## config.mk

```make
export PLATFORM = sky130hd
export DESIGN_NAME = color_nearest_class_unit
export DESIGN_NICKNAME = d
export VERILOG_FILES = /design/src/hw/rtl/cnc_pkg.sv /design/src/hw/rtl/cnc_front.sv /design/src/hw/rtl/cnc_queue.sv /design/src/hw/rtl/cnc_back.sv /design/src/hw/rtl/color_nearest_class_unit.sv
export SDC_FILE = /design/constraint.sdc
export NUM_CORES = 1
export LEC_CHECK = 0
export BUFFER_PORTS_ARGS = -buffer_cell sky130_fd_sc_hd__buf_2
export CORE_MARGIN = 4
export CORE_UTILIZATION = 63
export DETAILED_ROUTE_END_ITERATION = 10
export GPL_TIMING_DRIVEN = 1
export MAX_ROUTING_LAYER = met4
export PLACE_DENSITY = 0.83
export SLEW_MARGIN = 0
export SYNTH_ARGS = -nofsm -noshare
export SYNTH_HDL_FRONTEND = slang
export SYNTH_SLANG_ARGS = --single-unit
```

## constraint.sdc

```tcl
create_clock -name i_clk -period 10.8 [get_ports i_clk]
set_input_delay 1.08 -clock i_clk [delete_from_list [all_inputs] [get_ports i_clk]]
set_output_delay 1.08 -clock i_clk [all_outputs]
set_load 0.03 [all_outputs]
```

## src/hw/rtl/cnc_pkg.sv

```systemverilog
// Shared types, constants and reference color table for the nearest color classifier.
// No dependencies; imported by every module of the block.
`default_nettype none

package cnc_pkg;

    // Default raw count width
    localparam int COUNT_BITS_DEF = 16;

    // Normalized channel and result widths
    localparam int NORM_BITS   = 8;
    localparam int NUM_CHANS   = 3;
    localparam int CHAN_BITS   = 2;
    localparam int NUM_CLASSES = 9;
    localparam int CLASS_BITS  = 4;
    localparam int DIST_BITS   = 18;
    localparam int SCALE_BITS  = 7;
    localparam int NORM_SCALE  = 100;
    localparam int NORM_MAX    = 255;
    localparam int MAX_DIST    = 195075;

    // Output stream payload: color_class, min_distance, zero fill to bytes
    localparam int OUT_DATA_BITS = ((CLASS_BITS + DIST_BITS + 7) / 8) * 8;

    // Front-to-back queue
    localparam int QUEUE_DEPTH = 2;

    // Configuration register indexes
    localparam int REG_IDX_BITS = 3;
    localparam logic [REG_IDX_BITS-1:0] REG_BLACK_RED   = 3'd0;
    localparam logic [REG_IDX_BITS-1:0] REG_BLACK_GREEN = 3'd1;
    localparam logic [REG_IDX_BITS-1:0] REG_BLACK_BLUE  = 3'd2;
    localparam logic [REG_IDX_BITS-1:0] REG_WHITE_RED   = 3'd3;
    localparam logic [REG_IDX_BITS-1:0] REG_WHITE_GREEN = 3'd4;
    localparam logic [REG_IDX_BITS-1:0] REG_WHITE_BLUE  = 3'd5;

    // Calibration values after reset
    localparam int RST_BLACK_RED   = 1028;
    localparam int RST_BLACK_GREEN = 587;
    localparam int RST_BLACK_BLUE  = 161;
    localparam int RST_WHITE_RED   = 10492;
    localparam int RST_WHITE_GREEN = 6997;
    localparam int RST_WHITE_BLUE  = 1904;

    // Channel selectors
    localparam logic [CHAN_BITS-1:0] CHAN_RED   = 2'd0;
    localparam logic [CHAN_BITS-1:0] CHAN_GREEN = 2'd1;
    localparam logic [CHAN_BITS-1:0] CHAN_BLUE  = 2'd2;

    // Color classes
    localparam logic [CLASS_BITS-1:0] CLS_RED        = 4'd0;
    localparam logic [CLASS_BITS-1:0] CLS_GREEN      = 4'd1;
    localparam logic [CLASS_BITS-1:0] CLS_BLUE       = 4'd2;
    localparam logic [CLASS_BITS-1:0] CLS_YELLOW     = 4'd3;
    localparam logic [CLASS_BITS-1:0] CLS_PINK       = 4'd4;
    localparam logic [CLASS_BITS-1:0] CLS_ORANGE     = 4'd5;
    localparam logic [CLASS_BITS-1:0] CLS_LIGHT_BLUE = 4'd6;
    localparam logic [CLASS_BITS-1:0] CLS_WHITE      = 4'd7;
    localparam logic [CLASS_BITS-1:0] CLS_BLACK      = 4'd8;

    // One normalized sample
    typedef struct packed {
        logic [NORM_BITS-1:0] blue;
        logic [NORM_BITS-1:0] green;
        logic [NORM_BITS-1:0] red;
    } t_norm;

    // Front side of the queue
    typedef struct packed {
        logic  valid;
        t_norm data;
    } t_push;

    // Back side of the queue
    typedef struct packed {
        logic  valid;
        t_norm data;
    } t_pop;

    // Reference color of a class
    function automatic t_norm ref_color(input logic [CLASS_BITS-1:0] cls);
        t_norm c;
        begin
            unique case (cls)
                CLS_RED:        c = '{blue: 8'd2,   green: 8'd2,   red: 8'd72};
                CLS_GREEN:      c = '{blue: 8'd8,   green: 8'd54,  red: 8'd25};
                CLS_BLUE:       c = '{blue: 8'd36,  green: 8'd9,   red: 8'd3};
                CLS_YELLOW:     c = '{blue: 8'd20,  green: 8'd76,  red: 8'd93};
                CLS_PINK:       c = '{blue: 8'd64,  green: 8'd60,  red: 8'd77};
                CLS_ORANGE:     c = '{blue: 8'd28,  green: 8'd39,  red: 8'd92};
                CLS_LIGHT_BLUE: c = '{blue: 8'd84,  green: 8'd72,  red: 8'd38};
                CLS_WHITE:      c = '{blue: 8'd100, green: 8'd100, red: 8'd100};
                default:        c = '0;
            endcase
            return c;
        end
    endfunction

    // Pick one channel of a sample
    function automatic logic [NORM_BITS-1:0] chan_level(input t_norm s,
                                                         input logic [CHAN_BITS-1:0] ch);
        logic [NORM_BITS-1:0] v;
        begin
            unique case (ch)
                CHAN_RED:   v = s.red;
                CHAN_GREEN: v = s.green;
                default:    v = s.blue;
            endcase
            return v;
        end
    endfunction

endpackage

`default_nettype wire

```

## src/hw/rtl/cnc_front.sv

```systemverilog
// Front part: calibration registers, input transfer and per-channel normalization
// through one shared restoring divider. Depends on cnc_pkg.
`default_nettype none

module cnc_front #(
    parameter int COUNT_BITS = cnc_pkg::COUNT_BITS_DEF
) (
    input  wire                               i_clk,
    input  wire                               i_rst_n,
    input  wire                               i_s_axis_tvalid,
    output logic                              o_s_axis_tready,
    input  wire  [COUNT_BITS-1:0]             i_red,
    input  wire  [COUNT_BITS-1:0]             i_green,
    input  wire  [COUNT_BITS-1:0]             i_blue,
    input  wire                               i_cfg_we,
    input  wire  [cnc_pkg::REG_IDX_BITS-1:0]  i_cfg_index,
    input  wire  [COUNT_BITS-1:0]             i_cfg_data,
    output cnc_pkg::t_push                    o_push,
    input  wire                               i_full
);
    import cnc_pkg::*;

    localparam int NUM_BITS = COUNT_BITS + SCALE_BITS;
    localparam int REM_BITS = COUNT_BITS + NORM_BITS;
    localparam int K_BITS   = $clog2(NORM_BITS);
    localparam logic [CHAN_BITS-1:0] LAST_CH = CHAN_BITS'(NUM_CHANS - 1);

    localparam logic [2:0] S_IDLE = 3'd0;
    localparam logic [2:0] S_PREP = 3'd1;
    localparam logic [2:0] S_SAT  = 3'd2;
    localparam logic [2:0] S_DIV  = 3'd3;
    localparam logic [2:0] S_PUSH = 3'd4;

    logic [COUNT_BITS-1:0] r_black [NUM_CHANS];
    logic [COUNT_BITS-1:0] r_white [NUM_CHANS];
    logic [COUNT_BITS-1:0] r_raw   [NUM_CHANS];
    logic [NORM_BITS-1:0]  r_norm  [NUM_CHANS];

    logic [2:0]            r_state, n_state;
    logic [CHAN_BITS-1:0]  r_ch,    n_ch;
    logic [K_BITS-1:0]     r_k,     n_k;
    logic [NUM_BITS-1:0]   r_num,   n_num;
    logic [COUNT_BITS-1:0] r_den,   n_den;
    logic                  r_zero,  n_zero;
    logic [REM_BITS-1:0]   r_rem,   n_rem;
    logic [NORM_BITS-1:0]  r_q,     n_q;

    logic [COUNT_BITS-1:0] w_raw, w_black, w_white, w_diff;
    logic [NUM_BITS-1:0]   w_prod;
    logic [REM_BITS-1:0]   w_den_full, w_trial;
    logic                  w_ge, w_fin, w_accept;

    // Calibration register writes
    always_ff @(posedge i_clk) begin
        if (!i_rst_n) begin
            r_black[0] <= COUNT_BITS'(RST_BLACK_RED);
            r_black[1] <= COUNT_BITS'(RST_BLACK_GREEN);
            r_black[2] <= COUNT_BITS'(RST_BLACK_BLUE);
            r_white[0] <= COUNT_BITS'(RST_WHITE_RED);
            r_white[1] <= COUNT_BITS'(RST_WHITE_GREEN);
            r_white[2] <= COUNT_BITS'(RST_WHITE_BLUE);
        end else if (i_cfg_we) begin
            unique case (i_cfg_index)
                REG_BLACK_RED:   r_black[0] <= i_cfg_data;
                REG_BLACK_GREEN: r_black[1] <= i_cfg_data;
                REG_BLACK_BLUE:  r_black[2] <= i_cfg_data;
                REG_WHITE_RED:   r_white[0] <= i_cfg_data;
                REG_WHITE_GREEN: r_white[1] <= i_cfg_data;
                REG_WHITE_BLUE:  r_white[2] <= i_cfg_data;
                default: ;
            endcase
        end
    end

    assign w_accept        = i_s_axis_tvalid && o_s_axis_tready;
    assign o_s_axis_tready = (r_state == S_IDLE);

    // Operands of the channel in work
    assign w_raw      = r_raw[r_ch];
    assign w_black    = r_black[r_ch];
    assign w_white    = r_white[r_ch];
    assign w_diff     = w_raw - w_black;
    assign w_prod     = NUM_BITS'(w_diff) * NUM_BITS'(NORM_SCALE);
    assign w_den_full = {r_den, {NORM_BITS{1'b0}}};
    assign w_trial    = REM_BITS'(r_den) << r_k;
    assign w_ge       = (r_rem >= w_trial);

    // Normalization sequencer: scale, saturation check, one quotient bit a cycle
    always_comb begin
        n_state = r_state;
        n_ch    = r_ch;
        n_k     = r_k;
        n_num   = r_num;
        n_den   = r_den;
        n_zero  = r_zero;
        n_rem   = r_rem;
        n_q     = r_q;
        w_fin   = 1'b0;
        unique case (r_state)
            S_IDLE: begin
                if (i_s_axis_tvalid) begin
                    n_state = S_PREP;
                    n_ch    = '0;
                end
            end
            S_PREP: begin
                n_num   = w_prod;
                n_den   = w_white - w_black;
                n_zero  = (w_white <= w_black) || (w_raw < w_black);
                n_state = S_SAT;
            end
            S_SAT: begin
                n_rem = REM_BITS'(r_num);
                n_k   = K_BITS'(NORM_BITS - 1);
                n_q   = '0;
                if (r_zero) begin
                    w_fin = 1'b1;
                end else if (REM_BITS'(r_num) >= w_den_full) begin
                    n_q   = NORM_BITS'(NORM_MAX);
                    w_fin = 1'b1;
                end else begin
                    n_state = S_DIV;
                end
            end
            S_DIV: begin
                if (w_ge) begin
                    n_rem      = r_rem - w_trial;
                    n_q[r_k]   = 1'b1;
                end
                if (r_k == '0) begin
                    w_fin = 1'b1;
                end else begin
                    n_k = r_k - 1'b1;
                end
            end
            S_PUSH: begin
                if (!i_full) begin
                    n_state = S_IDLE;
                end
            end
            default: n_state = S_IDLE;
        endcase
        // Advance to the next channel or hand the sample on
        if (w_fin) begin
            if (r_ch == LAST_CH) begin
                n_state = S_PUSH;
            end else begin
                n_ch    = r_ch + 1'b1;
                n_state = S_PREP;
            end
        end
    end

    always_ff @(posedge i_clk) begin
        if (!i_rst_n) begin
            r_state <= S_IDLE;
            r_ch    <= '0;
        end else begin
            r_state <= n_state;
            r_ch    <= n_ch;
        end
    end

    // Datapath registers
    always_ff @(posedge i_clk) begin
        r_k    <= n_k;
        r_num  <= n_num;
        r_den  <= n_den;
        r_zero <= n_zero;
        r_rem  <= n_rem;
        r_q    <= n_q;
        if (w_accept) begin
            r_raw[0] <= i_red;
            r_raw[1] <= i_green;
            r_raw[2] <= i_blue;
        end
        if (w_fin) begin
            r_norm[r_ch] <= n_q;
        end
    end

    assign o_push.valid      = (r_state == S_PUSH);
    assign o_push.data.red   = r_norm[0];
    assign o_push.data.green = r_norm[1];
    assign o_push.data.blue  = r_norm[2];

`ifndef SYNTHESIS
    a_accept_starts: assert property (@(posedge i_clk) disable iff (!i_rst_n)
        w_accept |=> (r_state == S_PREP) && (r_ch == '0))
        else $error("front did not start on the first channel");
    a_push_last_ch: assert property (@(posedge i_clk) disable iff (!i_rst_n)
        o_push.valid |-> (r_ch == LAST_CH))
        else $error("sample offered before all channels were normalized");
    a_rem_bound: assert property (@(posedge i_clk) disable iff (!i_rst_n)
        (r_state == S_DIV) |-> (r_rem < w_den_full) && !r_zero)
        else $error("divider remainder out of range");
`endif

endmodule

`default_nettype wire

```

## src/hw/rtl/cnc_queue.sv

```systemverilog
// Short queue of normalized samples between the front and back parts.
// Depends on cnc_pkg.
`default_nettype none

module cnc_queue (
    input  wire            i_clk,
    input  wire            i_rst_n,
    input  cnc_pkg::t_push i_push,
    output logic           o_full,
    output cnc_pkg::t_pop  o_pop,
    input  wire            i_pop_ready
);
    import cnc_pkg::*;

    localparam int PTR_BITS = (QUEUE_DEPTH > 1) ? $clog2(QUEUE_DEPTH) : 1;
    localparam int CNT_BITS = $clog2(QUEUE_DEPTH + 1);
    localparam logic [PTR_BITS-1:0] LAST_PTR = PTR_BITS'(QUEUE_DEPTH - 1);

    t_norm               r_mem [QUEUE_DEPTH];
    logic [PTR_BITS-1:0] r_wr, n_wr;
    logic [PTR_BITS-1:0] r_rd, n_rd;
    logic [CNT_BITS-1:0] r_count, n_count;
    logic                w_push, w_pop;

    assign o_full      = (r_count == CNT_BITS'(QUEUE_DEPTH));
    assign o_pop.valid = (r_count != '0);
    assign o_pop.data  = r_mem[r_rd];
    assign w_push      = i_push.valid && !o_full;
    assign w_pop       = o_pop.valid && i_pop_ready;

    // Pointer and fill count update
    always_comb begin
        n_wr    = r_wr;
        n_rd    = r_rd;
        n_count = r_count;
        if (w_push) begin
            n_wr = (r_wr == LAST_PTR) ? '0 : r_wr + 1'b1;
        end
        if (w_pop) begin
            n_rd = (r_rd == LAST_PTR) ? '0 : r_rd + 1'b1;
        end
        if (w_push && !w_pop) begin
            n_count = r_count + 1'b1;
        end else if (w_pop && !w_push) begin
            n_count = r_count - 1'b1;
        end
    end

    always_ff @(posedge i_clk) begin
        if (!i_rst_n) begin
            r_wr    <= '0;
            r_rd    <= '0;
            r_count <= '0;
        end else begin
            r_wr    <= n_wr;
            r_rd    <= n_rd;
            r_count <= n_count;
        end
    end

    // Store entries
    always_ff @(posedge i_clk) begin
        if (w_push) begin
            r_mem[r_wr] <= i_push.data;
        end
    end

`ifndef SYNTHESIS
    a_count_bound: assert property (@(posedge i_clk) disable iff (!i_rst_n)
        r_count <= CNT_BITS'(QUEUE_DEPTH))
        else $error("queue fill count overflow");
    a_push_grows: assert property (@(posedge i_clk) disable iff (!i_rst_n)
        (w_push && !w_pop) |=> (r_count == $past(r_count) + 1'b1))
        else $error("queue push lost");
    a_pop_shrinks: assert property (@(posedge i_clk) disable iff (!i_rst_n)
        (w_pop && !w_push) |=> (r_count == $past(r_count) - 1'b1))
        else $error("queue pop lost");
`endif

endmodule

`default_nettype wire

```

## src/hw/rtl/cnc_back.sv

```systemverilog
// Back part: squared distance to each reference color, one channel a cycle,
// running minimum and the output register. Depends on cnc_pkg.
`default_nettype none

module cnc_back (
    input  wire                                i_clk,
    input  wire                                i_rst_n,
    input  cnc_pkg::t_pop                      i_pop,
    output logic                               o_pop_ready,
    output logic                               o_m_axis_tvalid,
    input  wire                                i_m_axis_tready,
    output logic [cnc_pkg::CLASS_BITS-1:0]     o_class,
    output logic [cnc_pkg::DIST_BITS-1:0]      o_dist
);
    import cnc_pkg::*;

    localparam logic [CHAN_BITS-1:0]  LAST_CH  = CHAN_BITS'(NUM_CHANS - 1);
    localparam logic [CLASS_BITS-1:0] LAST_CLS = CLASS_BITS'(NUM_CLASSES - 1);

    localparam logic [1:0] B_IDLE = 2'd0;
    localparam logic [1:0] B_RUN  = 2'd1;
    localparam logic [1:0] B_DONE = 2'd2;

    logic [1:0]            r_state, n_state;
    t_norm                 r_entry, n_entry;
    logic [CLASS_BITS-1:0] r_cls, n_cls;
    logic [CHAN_BITS-1:0]  r_chan, n_chan;
    logic [DIST_BITS-1:0]  r_acc, n_acc;
    logic [CLASS_BITS-1:0] r_best_cls, n_best_cls;
    logic [DIST_BITS-1:0]  r_best_dist, n_best_dist;
    logic                  r_out_valid;
    logic [CLASS_BITS-1:0] r_out_cls;
    logic [DIST_BITS-1:0]  r_out_dist;

    logic [NORM_BITS-1:0]   w_sample, w_ref, w_err;
    logic [2*NORM_BITS-1:0] w_sq;
    logic [DIST_BITS-1:0]   w_sum;
    logic                   w_out_free, w_load;

    assign o_pop_ready = (r_state == B_IDLE);
    assign w_out_free  = !r_out_valid || i_m_axis_tready;
    assign w_load      = (r_state == B_DONE) && w_out_free;

    // One squared channel error per cycle
    assign w_sample = chan_level(r_entry, r_chan);
    assign w_ref    = chan_level(ref_color(r_cls), r_chan);
    assign w_err    = (w_sample >= w_ref) ? w_sample - w_ref : w_ref - w_sample;
    assign w_sq     = w_err * w_err;
    assign w_sum    = r_acc + DIST_BITS'(w_sq);

    // Class sweep with first-wins minimum
    always_comb begin
        n_state     = r_state;
        n_entry     = r_entry;
        n_cls       = r_cls;
        n_chan      = r_chan;
        n_acc       = r_acc;
        n_best_cls  = r_best_cls;
        n_best_dist = r_best_dist;
        unique case (r_state)
            B_IDLE: begin
                if (i_pop.valid) begin
                    n_entry = i_pop.data;
                    n_cls   = '0;
                    n_chan  = '0;
                    n_acc   = '0;
                    n_state = B_RUN;
                end
            end
            B_RUN: begin
                if (r_chan == LAST_CH) begin
                    n_chan = '0;
                    n_acc  = '0;
                    if ((r_cls == '0) || (w_sum < r_best_dist)) begin
                        n_best_dist = w_sum;
                        n_best_cls  = r_cls;
                    end
                    if (r_cls == LAST_CLS) begin
                        n_state = B_DONE;
                    end else begin
                        n_cls = r_cls + 1'b1;
                    end
                end else begin
                    n_acc  = w_sum;
                    n_chan = r_chan + 1'b1;
                end
            end
            B_DONE: begin
                if (w_out_free) begin
                    n_state = B_IDLE;
                end
            end
            default: n_state = B_IDLE;
        endcase
    end

    always_ff @(posedge i_clk) begin
        if (!i_rst_n) begin
            r_state     <= B_IDLE;
            r_out_valid <= 1'b0;
        end else begin
            r_state <= n_state;
            if (w_load) begin
                r_out_valid <= 1'b1;
            end else if (i_m_axis_tready) begin
                r_out_valid <= 1'b0;
            end
        end
    end

    // Datapath and output payload registers
    always_ff @(posedge i_clk) begin
        r_entry     <= n_entry;
        r_cls       <= n_cls;
        r_chan      <= n_chan;
        r_acc       <= n_acc;
        r_best_cls  <= n_best_cls;
        r_best_dist <= n_best_dist;
        if (w_load) begin
            r_out_cls  <= r_best_cls;
            r_out_dist <= r_best_dist;
        end
    end

    assign o_m_axis_tvalid = r_out_valid;
    assign o_class         = r_out_cls;
    assign o_dist          = r_out_dist;

`ifndef SYNTHESIS
    a_class_range: assert property (@(posedge i_clk) disable iff (!i_rst_n)
        r_out_valid |-> (r_out_cls <= LAST_CLS))
        else $error("class index out of range");
    a_dist_range: assert property (@(posedge i_clk) disable iff (!i_rst_n)
        r_out_valid |-> (r_out_dist <= DIST_BITS'(MAX_DIST)))
        else $error("distance above the largest possible value");
    a_pop_starts: assert property (@(posedge i_clk) disable iff (!i_rst_n)
        (i_pop.valid && o_pop_ready) |=> (r_state == B_RUN) && (r_cls == '0))
        else $error("back did not start the class sweep");
`endif

endmodule

`default_nettype wire

```

## src/hw/rtl/color_nearest_class_unit.sv

```systemverilog
// Top level of the nearest color classifier: front normalizer, sample queue, distance back end.
// Depends on cnc_pkg, cnc_front, cnc_queue and cnc_back.
//
// Each input transfer carries raw red, green and blue counts; each is scaled against its
// black and white calibration counts to 0..255 (floor of (raw-black)*100/(white-black)), and
// the block returns the nearest of nine reference colors with its squared distance, one
// result per input, lowest class winning a tie. The front part takes a new sample only after
// it has handed the last one to the queue: one shared restoring divider normalizes the three
// channels in turn (scale, saturation check, eight quotient bits), and a channel with raw
// below black, white not above black or a saturated ratio finishes at the saturation check.
// The back part sweeps one channel and reference color at a time after the pop, then hands
// the result to the output register, and runs concurrently with the front through a
// two-entry queue. Calibration registers are to be written through i_cfg_we/i_cfg_index/
// i_cfg_data only while no sample is in flight; the block itself does not enforce this.
`default_nettype none

module color_nearest_class_unit #(
    parameter int COUNT_BITS = cnc_pkg::COUNT_BITS_DEF
) (
    input  wire                                       i_clk,
    input  wire                                       i_rst_n,
    input  wire                                       i_s_axis_tvalid,
    output logic                                      o_s_axis_tready,
    // red_count, green_count, blue_count from bit 0 up, zero fill to bytes
    input  wire  [((3*COUNT_BITS+7)/8)*8-1:0]         i_s_axis_tdata,
    output logic                                      o_m_axis_tvalid,
    input  wire                                       i_m_axis_tready,
    // color_class, min_distance from bit 0 up, zero fill to bytes
    output logic [cnc_pkg::OUT_DATA_BITS-1:0]         o_m_axis_tdata,
    input  wire                                       i_cfg_we,
    input  wire  [cnc_pkg::REG_IDX_BITS-1:0]          i_cfg_index,
    input  wire  [COUNT_BITS-1:0]                     i_cfg_data
);
    import cnc_pkg::*;

    t_push                 w_push;
    t_pop                  w_pop;
    logic                  w_full;
    logic                  w_pop_ready;
    logic [CLASS_BITS-1:0] w_class;
    logic [DIST_BITS-1:0]  w_dist;

    // Normalize incoming samples
    cnc_front #(
        .COUNT_BITS (COUNT_BITS)
    ) u_front (
        .i_clk           (i_clk),
        .i_rst_n         (i_rst_n),
        .i_s_axis_tvalid (i_s_axis_tvalid),
        .o_s_axis_tready (o_s_axis_tready),
        .i_red           (i_s_axis_tdata[COUNT_BITS-1:0]),
        .i_green         (i_s_axis_tdata[2*COUNT_BITS-1:COUNT_BITS]),
        .i_blue          (i_s_axis_tdata[3*COUNT_BITS-1:2*COUNT_BITS]),
        .i_cfg_we        (i_cfg_we),
        .i_cfg_index     (i_cfg_index),
        .i_cfg_data      (i_cfg_data),
        .o_push          (w_push),
        .i_full          (w_full)
    );

    // Decouple front and back
    cnc_queue u_queue (
        .i_clk       (i_clk),
        .i_rst_n     (i_rst_n),
        .i_push      (w_push),
        .o_full      (w_full),
        .o_pop       (w_pop),
        .i_pop_ready (w_pop_ready)
    );

    // Classify by minimum distance
    cnc_back u_back (
        .i_clk           (i_clk),
        .i_rst_n         (i_rst_n),
        .i_pop           (w_pop),
        .o_pop_ready     (w_pop_ready),
        .o_m_axis_tvalid (o_m_axis_tvalid),
        .i_m_axis_tready (i_m_axis_tready),
        .o_class         (w_class),
        .o_dist          (w_dist)
    );

    assign o_m_axis_tdata = OUT_DATA_BITS'({w_dist, w_class});

endmodule

`default_nettype wire
```

==> flow_summary_export.csv, run 1 <==
group,metric,value,unit
synth,synth_most_common_cell,"edfxtp_1",
sta,skew,15.67,ps
synth,ys_types,72,
cts,clk_path_buf_depth,3,
setup_path,cp_max_fo,22,
final_layout,area_growth,10.37,%
place,hpwl,37.08,mm
setup_path,path_class,"flip-flop to flip-flop",
synth,synth_async_sr_flop_share,0,%
sta,maxSlewViolCount,0,
setup_path,slowest_stage,"fa_1",
place,dpl.cell_count,2651,
sta,worst_pin_slew,1166,ps
final_layout,fin_util,70.32,%
die,core_area,0.03758,mm^2
setup_path,arrival,10230,ps
setup_path,startpoint_type,"flip-flop",
synth,syn_area_per_cell,11.42,um^2
setup_path,crit_top_cell,"fa_1",
sta,max_slew_margin,22.07,%
sta,max_freq,0.1001,GHz
synth,yosysSeqAreaShare,50.13,%
cts,cts_hold_buf,0,
cts,cts-root-buf,"clkbuf_16",
drt,dr.first_iter.drc_count,985,
synth,synth_cells,2097,
worst_hold_path,hp-class,"flip-flop to flip-flop",
setup_path,cp.depth,34,
outcome,status,"complete, no violations",
setup_path,critPathTopFamily,"adder cells",
drt,via_count,15671,
synth,synthesis.area,0.02394,mm^2
sta,grt_setup_unrepaired,"false",
final_layout,fin_nets,2519,
grt,antenna_found_initial,1,
sta,setup_violations,0,
cts,clkTransAtPathRegs,70,ps
cts,clock-sinks,413,
die,row_count,71,
worst_hold_path,whs_path_depth,0,
synth,synth_top_family_by_area,"adder cells",
die,io_pins,98,
synth,yosys.area_share.simple,10.96,%
cts,insertion_delay,570,ps
cts,numCtsBuffers,43,
synth,synth-compound-area-share,10.85,%
drt,post_drt_wl_per_cell,18.19,um
grt,grt-ovfl-total,0,
synth,netlist_top_cells_area,"edfxtp_1 47%, ha_1 11%, fa_1 4.4%",
grt,grt_util_all_layers,24.93,%
grt,grt_pass1_vias,16178,
setup_path,rr_worst_depth,34,
drt,wl,49.67,mm
synth,yosysTopAreaCellShare,46.78,%
drt,drtPass1Iterations,5,
final_layout,drive_gt1_share,11.23,%
cts,cts_setup_buffers,0,
setup_path,critical_path.max_stage_delay,530,ps
die,die_h,202.9,um
die,initial_core_util,63.71,%
synth,yosysWarnings,0,
synth,synth_edf_count,373,
place,portBuffers,95,
die,die_w,202.9,um
grt,grt_first_pass_wirelength,80.69,mm
cts,htreeDepth,2,
die,die_area,0.04118,mm^2
drt,drtAntennaViolNets,0,
synth,synthMuxAreaShare,5.064,%
drt,drc,0,
run,cap_violations,0,
grt,grt_start_max_net_pins,61,
setup_path,endpoint_kind,"flip-flop",
place,gp_congestion,0.9387,
final_layout,stdcell_count,2730,
synth,synth-seq-cells,413,
cts,cts_tree,"yes",
synth,synth_xor_xnor_area_share,3.073,%
cts,ctsResizeCount,0,
synth,synth_adder_area_share,15.35,%
synth,synthTopCellsByCount,"373 x edfxtp_1, 213 x inv_1, 209 x ha_1",
synth,post-synth-top-area-cell,"edfxtp_1",
synth,ys_dominant_reg_cell,"edfxtp_1",
sta,period_needed,9987,ps
setup_path,cp.buffers_inverters,5,
drt,viasPerCell,5.740,
sta,hold_violations,0,
sta,min_period_over_period,92.47,%
sta,tns,0,ps
setup_path,required,11050,ps
## worst paths after layout
path	from	to	slack (ps)
min	u_back.r_best_cls[0]$_DFFE_PP_	u_back.o_class[0]$_DFFE_PP_	430
max reg2reg	u_back.r_chan[0]$_SDFFCE_PN0P_	u_back.r_best_dist[2]$_DFFE_PP_	810
max	u_back.r_chan[0]$_SDFFCE_PN0P_	u_back.r_best_dist[2]$_DFFE_PP_	810
min reg2reg	u_back.r_best_cls[0]$_DFFE_PP_	u_back.o_class[0]$_DFFE_PP_	430
## worst reg2reg max path: cells and delay by family, from the launching register on
kind | cells | cell delay [ps]
AO/OA/AOI/OAI | 13 | 3170
adder cells (fa/ha/maj) | 8 | 3530
XOR/XNOR | 2 | 600
AND/OR/NAND/NOR | 5 | 960
buffers and inverters | 5 | 620
flip-flops | 1 | 420
multiplexers | 1 | 350
## per-stage QoR
step	area (um^2)	hold WS, ps	setup WS, ps
finish	26430	425.2	813.2
detailed placement	24940	406.2	511.5
floorplan	23950	400.3	1076
CTS	26420	421.4	464.1
global route	26430	425.4	37.90
global placement	24940	402.4	975.4
## placed cells by master, fill, tap and decap left out, drive strengths merged, types with 10 or more instances in the layout
cell and instances:
o21bai 16, fa 53, a21boi 10, inv 218, ha 209, nand3 19
nor3 36, nor2b 38, xnor2 57, dfxtp 40, mux2 29, edfxtp 373
xor2 27, a211oi 18, and2 57, clkbuf 48, o21a 30, a31oi 14
a21o 35, nor2 130, o211ai 10, nand2 156, clkinv 17, nand4 13
buf 110, a21oi 98, o31ai 14, nand2b 46, o21ai 117, mux2i 75
## state kept, by name, indices dropped and copies added, names as in the netlist, 8 cells and up, named ones only
signal / count
u_back.o_dist: 18
u_back.r_acc: 18
u_back.r_best_dist: 18
u_back.r_entry: 24
u_front.r_black: 48
u_front.r_den: 16
u_front.r_norm: 24
u_front.r_num: 21
u_front.r_q: 8
u_front.r_raw: 48
u_front.r_rem: 24
u_front.r_white: 48
u_queue.r_mem: 48
## cell type report
cell class	count	area (um^2)
Sequential cell	413	12000
Inverter	215	807.0
Fill cell	2688	11150
Clock buffer	48	1095
Antenna cell	1	2.502
Multi-Input combinational cell	1402	10910
Tap cell	511	639.4
Clock inverter	30	379.1
Timing Repair Buffer	110	588.1
## layer usage
metal	vias up	wire length, um	track usage (%)
met3	125	2188	3.753
met2	415	25520	43.53
li1	7628	-	-
met1	7503	20000	29.44
met4	0	1965	9.311
met5	-	0	-
## kinds of logic (layout without fill, tap and decap cells)
logic type	count (synthesis)	after routing
simple gates	539	539
flops	413	413
compound gates	405	405
buf+inv	283	403
fa+ha+maj	262	262
mux	110	110
xor+xnor	84	84
other cells	1	3
Power of run 1 is not shown: default switching activity piles up to over one toggle a cycle in this logic, so the estimate is an artifact.
==> run 2: changes to the inputs <==
Settings changed: CORE_UTILIZATION 63 to 68, PLACE_DENSITY 0.83 to 0.89.
Clock period 10.8 ns to 12.2 ns, I/O delays scaled along.
==> run 2 against run 1 <==
  * Design area down 0.76%
  * Clock skew up 15 ps
  * Via count up 1.8%
  * Die area down 7.1%
  * Register-to-register slack better by 550 ps
  * Routed wire length up 1.8%
  * Critical path type unchanged
  * Non-clock buffer count down 1
  * Cell count down 2.3%
  * Global-route usage up 2.2 points
  * Setup slack better by 550 ps
  * Worst hold slack better by 7.8 ps
  * Critical path depth down 3
==> flow_summary_export.csv, run 2 (synthesized netlist as in run 1, its figures left out) <==
group,metric,value,unit
outcome,status,"complete, no violations",
cts,cts_tree,"yes",
die,die_h,195.6,um
final_layout,drive_gt1_share,10.80,%
final_layout,fin_util,75.73,%
place,portBuffers,95,
final_layout,antenna_cells,0,
drt,via_count,15947,
setup_path,critical_path.max_stage_delay,860,ps
cts,clkTransAtPathRegs,60,ps
die,core_area,0.03463,mm^2
cts,cts_hold_buf,0,
setup_path,path_class,"flip-flop to flip-flop",
final_layout,area_growth,9.538,%
worst_hold_path,hp-class,"flip-flop to flip-flop",
sta,maxSlewViolCount,0,
grt,antenna_found_initial,0,
place,hpwl,37.53,mm
grt,grt_start_max_net_pins,64,
final_layout,final_common_cell,"edfxtp_1",
sta,hold_violations,0,
cts,clk_path_buf_depth,3,
sta,setup_violations,0,
sta,skew,30.69,ps
cts,cts-root-buf,"clkbuf_16",
die,die_area,0.03828,mm^2
sta,min_period_over_period,88.82,%
die,die_w,195.6,um
final_layout,fin_nets,2516,
cts,insertion_delay,580,ps
final_layout,fillers,2121,
cts,ctsResizeCount,0,
place,gp_congestion,0.9099,
sta,worst_pin_slew,1212,ps
cts,numCtsBuffers,41,
grt,grt_pass1_vias,16371,
sta,grt_setup_unrepaired,"false",
drt,dr.first_iter.drc_count,1045,
run,cap_violations,0,
drt,wl,50.55,mm
grt,grt_util_all_layers,27.14,%
sta,period_needed,10840,ps
grt,grt-ovfl-total,0,
sta,tns,0,ps
cts,clock-sinks,413,
drt,post_drt_wl_per_cell,18.95,um
sta,max_slew_margin,18.86,%
die,initial_core_util,69.14,%
setup_path,startpoint_type,"flip-flop",
sta,max_freq,0.09228,GHz
grt,grt_first_pass_wirelength,81.16,mm
setup_path,required,12370,ps
drt,drtPass1Iterations,6,
die,row_count,68,
final_layout,layout_common_cells,"373 x edfxtp_1, 212 x inv_1, 209 x ha_1",
drt,drc,0,
setup_path,slowest_stage,"o22ai_2",
final_layout,multiInputGateArea,0.01090,mm^2
cts,cts_setup_buffers,0,
setup_path,cp_max_fo,22,
drt,viasPerCell,5.977,
die,io_pins,98,
setup_path,arrival,11010,ps
cts,htreeDepth,2,
setup_path,endpoint_kind,"flip-flop",
setup_path,crit_top_cell,"fa_1",
drt,drtAntennaViolNets,0,
final_layout,regArea,0.01200,mm^2
## run 2: changes by cell type in the layout (fill, tap and decap cells not counted)
cell	previous run	this run
clkinv_1	8	11
buf_4	15	14
a2111oi_0	3	4
clkinvlp_4	1	2
clkbuf_1	5	6
bufinv_16	8	5
a2111oi_2	1	0
clkinv_8	0	1
inv_6	4	1
clkinv_2	8	4
clkinv_4	1	2
clkbuf_16	43	42
diode_2	1	0
## run 2: stage by stage
stage / setup WS [ps] / instance area (um^2) / instances / hold slack, ps
finish: 1364 / 26230 / 2668 / 433.0
global route: 335.3 / 26230 / 2668 / 449.2
CTS: 1377 / 26230 / 2668 / 435.4
detailed placement: 1384 / 24870 / 2594 / 413.3
global placement: 1826 / 24870 / 2594 / 403.3
floorplan: 2476 / 23950 / 2098 / 400.3
## run 2: final cells by class
cell class | instances | share of cell area (%)
Sequential cell | 413 | 45.77
Multi-Input combinational cell | 1402 | 41.58
Clock buffer | 48 | 4.094
Inverter | 215 | 3.077
Timing Repair Buffer | 109 | 2.214
Tap cell | 455 | 2.171
Clock inverter | 26 | 1.093
## run 2: critical path: cells and delay by family, from the launching register on
kind	cells	cell delay, ps
muxes	1	260
xor gates and xnor gates	2	1080
and+or+nand+nor	6	1300
adders and majority gates	8	3380
buffers and inverters	4	340
AOI/OAI and AO/OA	10	3660
DFF	1	420
## run 2: worst paths after layout
check                                  from                              to  slack [ps]  depth (start not counted)
min          u_back.r_best_cls[3]$_DFFE_PP_     u_back.o_class[3]$_DFFE_PP_         430                          0
max reg2reg  u_back.r_chan[0]$_SDFFCE_PN0P_  u_back.r_best_cls[2]$_DFFE_PP_        1360                         31
max          u_back.r_chan[0]$_SDFFCE_PN0P_  u_back.r_best_cls[2]$_DFFE_PP_        1360                         31
min reg2reg  u_back.r_best_cls[3]$_DFFE_PP_     u_back.o_class[3]$_DFFE_PP_         430                          0
## run 2: layer usage
layer  track usage [%]  up-vias  wire (um)
met5                 -        -          0
met4             11.43        0       2353
met3             4.055      146       2510
met2             47.46      541      25940
met1             31.37     7622      19750
li1                  -     7638          -
Power of run 2 is left out for the same reason.
